[config.mk]
export PLATFORM = sky130hd
export DESIGN_NAME = stream_affine_work_slot_scheduler
export DESIGN_NICKNAME = d
export VERILOG_FILES = /design/src/rtl/sawss_pkg.sv /design/src/rtl/sawss_ctrl.sv /design/src/rtl/sawss_dpath.sv /design/src/rtl/stream_affine_work_slot_scheduler.sv
export SDC_FILE = /design/constraint.sdc
export NUM_CORES = 1
export LEC_CHECK = 0
export BUFFER_PORTS_ARGS = -buffer_cell sky130_fd_sc_hd__buf_2
export CORE_MARGIN = 2
export CORE_UTILIZATION = 45
export DETAILED_ROUTE_END_ITERATION = 16
export PLACE_DENSITY = 0.61
export SYNTH_ARGS = -nofsm -noshare
export SYNTH_HDL_FRONTEND = slang
export SYNTH_HIERARCHICAL = 1
export SYNTH_SLANG_ARGS = --single-unit
[constraint.sdc]
create_clock -name clk -period 9.5 [get_ports clk]
set_input_delay 0.95 -clock clk [delete_from_list [all_inputs] [get_ports clk]]
set_output_delay 0.95 -clock clk [all_outputs]
set_load 0.01 [all_outputs]
[src/rtl/sawss_pkg.sv]
// package: codes, state type and control structs for the work slot scheduler
`timescale 1ns / 1ps
package sawss_pkg;

  localparam int SLOT_COUNT_DEF = 8;
  localparam int STREAM_COUNT   = 16;

  localparam logic [4:0] STREAM_ANY = 5'h1F;

  localparam logic [1:0] ACT_PUSH   = 2'd0;
  localparam logic [1:0] ACT_POP    = 2'd1;
  localparam logic [1:0] ACT_FINISH = 2'd2;

  localparam logic [1:0] ST_OK      = 2'd0;
  localparam logic [1:0] ST_FULL    = 2'd1;
  localparam logic [1:0] ST_EMPTY   = 2'd2;
  localparam logic [1:0] ST_STOPPED = 2'd3;

  typedef enum logic [2:0] {
    S_IDLE,
    S_DISPATCH,
    S_SCAN,
    S_DRAIN,
    S_FETCH,
    S_REPLY
  } state_t;

  typedef struct packed {
    logic latch_req;
    logic push_exec;
    logic finish_exec;
    logic misc_exec;
    logic stop_exec;
    logic scan_clear;
    logic scan_issue;
    logic fetch;
    logic empty_exec;
    logic reply;
  } cmd_t;

  typedef struct packed {
    logic [1:0] action;
    logic       run_en;
    logic       found;
    logic       scan_last;
  } stat_t;

endpackage

[src/rtl/sawss_ctrl.sv]
// controller state machine sequencing push, pop scan, finish and replies
`timescale 1ns / 1ps
module sawss_ctrl (
  input  logic             clk,
  input  logic             rst_n,
  input  logic             start,
  output logic             busy,
  input  sawss_pkg::stat_t stat,
  output sawss_pkg::cmd_t  cmd
);

  sawss_pkg::state_t state_r, state_nxt;

  always_ff @(posedge clk) begin
    if (!rst_n) begin
      state_r <= sawss_pkg::S_IDLE;
    end else begin
      state_r <= state_nxt;
    end
  end

  always_comb begin
    state_nxt = state_r;
    cmd       = '0;
    case (state_r)
      sawss_pkg::S_IDLE: begin
        if (start) begin
          cmd.latch_req = 1'b1;
          state_nxt     = sawss_pkg::S_DISPATCH;
        end
      end
      sawss_pkg::S_DISPATCH: begin
        state_nxt = sawss_pkg::S_IDLE;
        case (stat.action)
          sawss_pkg::ACT_PUSH:   cmd.push_exec   = 1'b1;
          sawss_pkg::ACT_FINISH: cmd.finish_exec = 1'b1;
          sawss_pkg::ACT_POP: begin
            if (!stat.run_en) begin
              cmd.stop_exec = 1'b1;
            end else begin
              cmd.scan_clear = 1'b1;
              state_nxt      = sawss_pkg::S_SCAN;
            end
          end
          default: cmd.misc_exec = 1'b1;
        endcase
      end
      sawss_pkg::S_SCAN: begin
        cmd.scan_issue = 1'b1;
        if (stat.scan_last) begin
          state_nxt = sawss_pkg::S_DRAIN;
        end
      end
      sawss_pkg::S_DRAIN: begin
        state_nxt = sawss_pkg::S_FETCH;
      end
      sawss_pkg::S_FETCH: begin
        if (stat.found) begin
          cmd.fetch = 1'b1;
          state_nxt = sawss_pkg::S_REPLY;
        end else begin
          cmd.empty_exec = 1'b1;
          state_nxt      = sawss_pkg::S_IDLE;
        end
      end
      sawss_pkg::S_REPLY: begin
        cmd.reply = 1'b1;
        state_nxt = sawss_pkg::S_IDLE;
      end
      default: state_nxt = sawss_pkg::S_IDLE;
    endcase
  end

  assign busy = (state_r != sawss_pkg::S_IDLE);

endmodule

[src/rtl/sawss_dpath.sv]
// datapath: slot table, order counter, oldest-first scan and result registers
`timescale 1ns / 1ps
module sawss_dpath #(
  parameter int SLOT_COUNT = sawss_pkg::SLOT_COUNT_DEF
) (
  input  logic              clk,
  input  logic              rst_n,
  input  sawss_pkg::cmd_t   cmd,
  output sawss_pkg::stat_t  stat,
  input  logic [1:0]        in_action,
  input  logic signed [4:0] in_stream,
  input  logic [31:0]       in_payload,
  input  logic [2:0]        in_slot,
  input  logic              cfg_valid,
  input  logic              cfg_data,
  output logic              out_valid,
  output logic [1:0]        out_status,
  output logic [2:0]        out_slot_out,
  output logic [31:0]       out_payload_out,
  output logic [63:0]       out_order_out
);

  localparam int SLOT_W = (SLOT_COUNT > 1) ? $clog2(SLOT_COUNT) : 1;
  localparam logic [SLOT_W-1:0] LAST_IDX = SLOT_W'(SLOT_COUNT - 1);

  // request beat
  logic [1:0]  req_action_r;
  logic [4:0]  req_stream_r;
  logic [31:0] req_payload_r;
  logic [2:0]  req_slot_r;

  logic run_en_r;

  logic [SLOT_COUNT-1:0] slot_used_r, slot_used_nxt;
  logic [SLOT_COUNT-1:0] slot_active_r, slot_active_nxt;
  logic [63:0]           next_order_r;

  // slot table storage
  logic [4:0]  stream_mem  [SLOT_COUNT];
  logic [63:0] order_mem   [SLOT_COUNT];
  logic [31:0] payload_mem [SLOT_COUNT];

  logic [4:0]  stream_rd_r;
  logic [63:0] order_rd_r;
  logic [31:0] payload_rd_r;

  // scan state
  logic [SLOT_W-1:0] scan_idx_r;
  logic [SLOT_W-1:0] rd_idx_r;
  logic              rd_vld_r;
  logic              found_r;
  logic [SLOT_W-1:0] best_idx_r;
  logic [63:0]       best_order_r;

  logic              out_valid_r;
  logic [1:0]        status_r;
  logic [2:0]        slot_out_r;
  logic [31:0]       payload_out_r;
  logic [63:0]       order_out_r;

  logic [SLOT_W-1:0]     free_idx;
  logic                  has_free;
  logic [SLOT_COUNT-1:0] finish_mask;
  logic                  req_in_range;
  logic                  cand;
  logic                  emit;

  always_comb begin
    free_idx = '0;
    for (int i = SLOT_COUNT - 1; i >= 0; i--) begin
      if (!slot_used_r[i]) begin
        free_idx = SLOT_W'(i);
      end
    end
  end

  assign has_free = ~(&slot_used_r);

  always_comb begin
    finish_mask = '0;
    for (int i = 0; i < SLOT_COUNT; i++) begin
      finish_mask[i] = (32'(req_slot_r) == i);
    end
  end

  assign req_in_range = !req_stream_r[4] && (32'(req_stream_r[3:0]) < sawss_pkg::STREAM_COUNT);

  assign cand = rd_vld_r && slot_used_r[rd_idx_r] && !slot_active_r[rd_idx_r] &&
                ((stream_rd_r == sawss_pkg::STREAM_ANY) ||
                 (req_in_range && (stream_rd_r == req_stream_r))) &&
                (!found_r || (order_rd_r < best_order_r));

  assign emit = cmd.push_exec | cmd.finish_exec | cmd.misc_exec | cmd.stop_exec |
                cmd.empty_exec | cmd.reply;

  always_comb begin
    slot_used_nxt   = slot_used_r;
    slot_active_nxt = slot_active_r;
    if (cmd.push_exec && has_free) begin
      slot_used_nxt[free_idx]   = 1'b1;
      slot_active_nxt[free_idx] = 1'b0;
    end
    if (cmd.finish_exec) begin
      slot_used_nxt   = slot_used_r & ~finish_mask;
      slot_active_nxt = slot_active_r & ~finish_mask;
    end
    if (cmd.reply) begin
      slot_active_nxt[best_idx_r] = 1'b1;
    end
  end

  always_ff @(posedge clk) begin
    if (!rst_n) begin
      run_en_r      <= 1'b1;
      slot_used_r   <= '0;
      slot_active_r <= '0;
      next_order_r  <= '0;
      rd_vld_r      <= 1'b0;
      found_r       <= 1'b0;
      out_valid_r   <= 1'b0;
    end else begin
      if (cfg_valid) begin
        run_en_r <= cfg_data;
      end
      slot_used_r   <= slot_used_nxt;
      slot_active_r <= slot_active_nxt;
      if (cmd.push_exec && has_free) begin
        next_order_r <= next_order_r + 64'd1;
      end
      rd_vld_r <= cmd.scan_issue;
      if (cmd.scan_clear) begin
        found_r <= 1'b0;
      end else if (cand) begin
        found_r <= 1'b1;
      end
      out_valid_r <= emit;
    end
  end

  always_ff @(posedge clk) begin
    if (cmd.latch_req) begin
      req_action_r  <= in_action;
      req_stream_r  <= in_stream;
      req_payload_r <= in_payload;
      req_slot_r    <= in_slot;
    end
    if (cmd.scan_clear) begin
      scan_idx_r <= '0;
    end else if (cmd.scan_issue) begin
      scan_idx_r <= scan_idx_r + SLOT_W'(1);
    end
    rd_idx_r <= scan_idx_r;
    if (cand) begin
      best_idx_r   <= rd_idx_r;
      best_order_r <= order_rd_r;
    end
  end

  // table memories
  always_ff @(posedge clk) begin
    if (cmd.push_exec && has_free) begin
      stream_mem[free_idx]  <= req_stream_r;
      order_mem[free_idx]   <= next_order_r;
      payload_mem[free_idx] <= req_payload_r;
    end
    stream_rd_r <= stream_mem[scan_idx_r];
    order_rd_r  <= order_mem[scan_idx_r];
    if (cmd.fetch) begin
      payload_rd_r <= payload_mem[best_idx_r];
    end
  end

  always_ff @(posedge clk) begin
    if (emit) begin
      status_r      <= sawss_pkg::ST_OK;
      slot_out_r    <= '0;
      payload_out_r <= '0;
      order_out_r   <= '0;
      if (cmd.push_exec) begin
        if (has_free) begin
          slot_out_r  <= 3'(free_idx);
          order_out_r <= next_order_r;
        end else begin
          status_r <= sawss_pkg::ST_FULL;
        end
      end
      if (cmd.finish_exec) begin
        slot_out_r <= req_slot_r;
      end
      if (cmd.stop_exec) begin
        status_r <= sawss_pkg::ST_STOPPED;
      end
      if (cmd.empty_exec) begin
        status_r <= sawss_pkg::ST_EMPTY;
      end
      if (cmd.reply) begin
        slot_out_r    <= 3'(best_idx_r);
        payload_out_r <= payload_rd_r;
        order_out_r   <= best_order_r;
      end
    end
  end

  assign stat.action    = req_action_r;
  assign stat.run_en    = run_en_r;
  assign stat.found     = found_r;
  assign stat.scan_last = (scan_idx_r == LAST_IDX);

  assign out_valid       = out_valid_r;
  assign out_status      = status_r;
  assign out_slot_out    = slot_out_r;
  assign out_payload_out = payload_out_r;
  assign out_order_out   = order_out_r;

`ifndef SYNTHESIS
  a_active_in_used: assert property (@(posedge clk) disable iff (!rst_n)
    (slot_active_r & ~slot_used_r) == '0)
    else $error("active slot that is not used");

  a_strobe_single: assert property (@(posedge clk) disable iff (!rst_n)
    out_valid_r |=> !out_valid_r)
    else $error("result strobe held for two cycles");

  a_order_step: assert property (@(posedge clk) disable iff (!rst_n)
    (cmd.push_exec && has_free) |=> next_order_r == 64'($past(next_order_r) + 64'd1))
    else $error("sequence counter did not advance on push");

  a_reply_found: assert property (@(posedge clk) disable iff (!rst_n)
    cmd.reply |-> found_r)
    else $error("pop reply without a selected slot");
`endif

endmodule

[src/rtl/stream_affine_work_slot_scheduler.sv]
// top level: stream-affine oldest-first work slot scheduler
`timescale 1ns / 1ps
// A request beat is taken when start is high and busy is low; every request gives one
// result beat, shown for exactly one cycle with out_valid, which the receiver must take
// as it comes. Push, finish and other actions hold busy high only in the dispatch state,
// which registers the result. A pop scans the slot table one slot per cycle through the
// order and stream memories, in the dispatch, scan, drain, fetch and reply states when a
// slot is found (no reply state when nothing is pending, dispatch alone when stopped); the
// result is strobed once busy has fallen. A new request may be accepted in the same cycle
// a result is strobed. run_enable (cfg_valid / cfg_data, always ready) resets to 1; the user
// must write it only while no request is in flight, which the block does not enforce.
module stream_affine_work_slot_scheduler #(
  parameter int SLOT_COUNT = sawss_pkg::SLOT_COUNT_DEF
) (
  input  logic              clk,
  input  logic              rst_n,
  input  logic              start,
  output logic              busy,
  input  logic [1:0]        in_action,
  input  logic signed [4:0] in_stream,
  input  logic [31:0]       in_payload,
  input  logic [2:0]        in_slot,
  output logic              out_valid,
  output logic [1:0]        out_status,
  output logic [2:0]        out_slot_out,
  output logic [31:0]       out_payload_out,
  output logic [63:0]       out_order_out,
  input  logic              cfg_valid,
  output logic              cfg_ready,
  input  logic              cfg_data
);

  sawss_pkg::cmd_t  cmd;
  sawss_pkg::stat_t stat;

  assign cfg_ready = 1'b1;

  sawss_ctrl u_ctrl (
    .clk   (clk),
    .rst_n (rst_n),
    .start (start),
    .busy  (busy),
    .stat  (stat),
    .cmd   (cmd)
  );

  sawss_dpath #(
    .SLOT_COUNT (SLOT_COUNT)
  ) u_dpath (
    .clk             (clk),
    .rst_n           (rst_n),
    .cmd             (cmd),
    .stat            (stat),
    .in_action       (in_action),
    .in_stream       (in_stream),
    .in_payload      (in_payload),
    .in_slot         (in_slot),
    .cfg_valid       (cfg_valid),
    .cfg_data        (cfg_data),
    .out_valid       (out_valid),
    .out_status      (out_status),
    .out_slot_out    (out_slot_out),
    .out_payload_out (out_payload_out),
    .out_order_out   (out_order_out)
  );

endmodule

==> results_dict.tcl <==
set metrics [dict create \
    cts_root_buffer "clkbuf_16" \
    drtAntennaViolNets 0 \
    synth_cells 2517 \
    grt_max_degree 94 \
    cts_sinks 1212 \
    run_status "completed" \
    worstPathMaxFanout 37 \
    slew_headroom_pct 18.1 \
    syn2layout_area_growth_pct 14.0 \
    post_cts.repair.setup_buffers 0 \
    num-nets-final 2833 \
    stdcell_area_mm2 0.0526 \
    clk_pin_slew_ps 60 \
    required_ps 9810 \
    final_core_util_pct 51.7 \
    irDropWorstVdd_uv 153 \
    synth_nets 2630 \
    cp-end-kind "register" \
    core_mm2 0.102 \
    setup_ws_ps 5360 \
    crit_chain "nor2_1, nand2_1, nor3_1, nand3_1, nor2_1, nand2_1, nor2_4, buf_4" \
    firstDrtPassIters 5 \
    finalPower_mw 12.3 \
    synthTopCellsByCount "edfxtp_1, mux4_2, nand2_1" \
    io_pins 151 \
    ys_warn_count 6 \
    vias_per_cell 5.56 \
    globalplace.congestion 0.854 \
    dpl_cell_area_mm2 0.0486 \
    critPathMaxStageDelay_ps 930 \
    ys.flop_type "edfxtp_1" \
    drc 0 \
    syn_avg_cell_area_um2 18.3 \
    p_leak_nw 17.3 \
    powerDensity_mw_per_mm2 234 \
    cts_hold_buf 0 \
    num_vias 23300 \
    ys_seq_elements 1212 \
    critPathArrivalTime_ps 4440 \
    worstHoldPathType "reg -> reg" \
    grt-ovfl-total 0 \
    cp-start-kind "register" \
    cpMaxStageDelayCell "nor2_4" \
    grt_pass1_vias 24200 \
    synth_top_area_cell "edfxtp_1" \
    synth_most_common_cell "edfxtp_1" \
    synth_top_area_share_pct 68.3 \
    worst_hold_slack_ps 423 \
    placed_cells 3965 \
    finalSetupViolCount 0 \
    port_buffers 149 \
    die-area_mm2 0.105 \
    drv_slew 0 \
    finalCritPeriodShare_pct 43.5 \
    finalSetupTns_ps 0 \
    synth_area_mm2 0.0461 \
    cts_tree "yes" \
    critPathKind "reg -> reg" \
    dieWidth_um 324 \
    drt-total-wl_mm 101 \
    cap_violations 0 \
    dpl_worst_slack_ps 5490 \
    clkLatencyLatePin_ps 700 \
    drive_gt1_share_pct 24.6 \
    period_needed_ps 4140 \
    dp.final_hpwl_mm 56.7 \
    cts_buffers 121 \
    yosysSeqAreaShare_pct 75.4 \
    cts_resized 0 \
    wl_per_cell_um 24.0 \
    async_flop_share_pct 0 \
    rows 117 \
    grt_first_pass_wirelength_mm 152 \
    hold_viol 0 \
    stdcell_count 4194 \
    synth_edf_count 1050 \
    rsz0062_at_grt "no" \
    htree_levels 3 \
    fp.dieH_um 324 \
    grt_usage_pct 19.5 \
    cts_max_path_buffers 3 \
    drtIter0Drc 2200 \
    start_util_pct 45.3 \
    yosys-top-cells-area "edfxtp_1, mux4_2, dfxtp_1" \
    synth_cell_type_count 72 \
    holdPathStages 0 \
    fmax_mhz 242 \
    grt_antenna_before_repair 7 \
    worst_r2r_path_depth 8 \
    worstMarginPinSlew_ps 1230 \
    finalClockSkew_ps 34.5 \
]
-- power by group --
group | internal [mW] | switching, mW | total [mW]
sequential | 5.99 | 0.203 | 6.19
combinational | 0.698 | 0.588 | 1.29
clock | 2.87 | 1.95 | 4.83
total | 9.56 | 2.75 | 12.3
-- flip-flops by register name, indices dropped and copies added, names as in the netlist, 2 cells and up --
| register | cells |
|---|---|
| u_dpath/next_order_r | 64 |
| u_dpath/req_payload_r | 32 |
| u_dpath/rd_idx_r | 3 |
| u_dpath/out_order_out | 64 |
| u_dpath/out_slot_out | 3 |
| u_dpath/stream_rd_r | 5 |
| u_dpath/req_stream_r | 5 |
| u_dpath/stream_mem | 40 |
| u_dpath/out_status | 2 |
| u_ctrl/state_r | 3 |
| u_dpath/req_action_r | 2 |
| u_dpath/payload_mem | 256 |
| u_dpath/payload_rd_r | 32 |
| u_dpath/slot_used_r | 8 |
| u_dpath/req_slot_r | 3 |
| u_dpath/best_order_r | 64 |
| u_dpath/out_payload_out | 32 |
| u_dpath/scan_idx_r | 3 |
| u_dpath/order_rd_r | 64 |
| u_dpath/best_idx_r | 3 |
| u_dpath/slot_active_r | 8 |
| u_dpath/order_mem | 512 |
-- critical path, delay by kind of cell (launching register included) --
kind	cells	cell delay (ps)
buf+inv	1	670
flops	1	400
simple gates	7	2590
-- layout make-up --
| cell class | instances | area, µm² |
|---|---|---|
| fillers | 8118 | 49100 |
| flip-flops and latches | 1212 | 34800 |
| multi-input cells | 1114 | 10700 |
| clock buffers | 173 | 3380 |
| well taps | 1368 | 1710 |
| repair buffers | 189 | 1050 |
| clock inverters | 54 | 659 |
| inverters | 82 | 308 |
| diodes | 2 | 5.00 |
-- path summary, 6_finish.rpt --
path                             startpoint                                   end  slack (ps)
max          u_ctrl/state_r[2]$_SDFFE_PN0P_  u_dpath/payload_mem[5][23]$_DFFE_PP_        5360
min           u_dpath/order_rd_r[0]$_DFF_P_     u_dpath/best_order_r[0]$_DFFE_PP_         420
max reg2reg  u_ctrl/state_r[2]$_SDFFE_PN0P_  u_dpath/payload_mem[5][23]$_DFFE_PP_        5360
min reg2reg   u_dpath/order_rd_r[0]$_DFF_P_     u_dpath/best_order_r[0]$_DFFE_PP_         420
-- logic make-up after synthesis --
family                   after synthesis  share of synthesized area (%)
adder cells (fa/ha/maj)               66                           1.79
AO/OA/AOI/OAI                        203                           2.62
flip-flops                          1212                           75.4
XOR/XNOR                              46                          0.873
buffers and inverters                191                           1.63
AND/OR/NAND/NOR                      492                           5.31
other                                  1                        0.00813
multiplexers                         306                           12.4
-- layer usage --
layer	vias up	wire [µm]	global-route usage, %	share of wire [%]
met5	-	44	0	0.044
met4	6	2010	5.38	2.0
met3	160	6580	3.43	6.5
met2	747	49200	32.0	49
met1	12100	43000	26.9	43
li1	10300	-	-	-
-- cell usage in the layout (no fill, tap or decap), types with 14 or more instances in the layout --
cell	count
a21oi_1	52
and2_1	41
buf_2	149
buf_4	40
bufinv_16	15
clkbuf_1	37
clkbuf_16	122
clkbuf_8	14
clkinv_1	16
clkinv_2	15
dfxtp_1	159
edfxtp_1	1050
ha_1	66
inv_1	81
mux2_2	100
mux4_2	202
nand2_1	188
nand3_1	43
nand4_1	28
nor2_1	78
nor4_1	18
o21ai_0	86
or3_1	17
xnor2_1	24
xor2_1	22
Power figures use the tool's default switching activity.
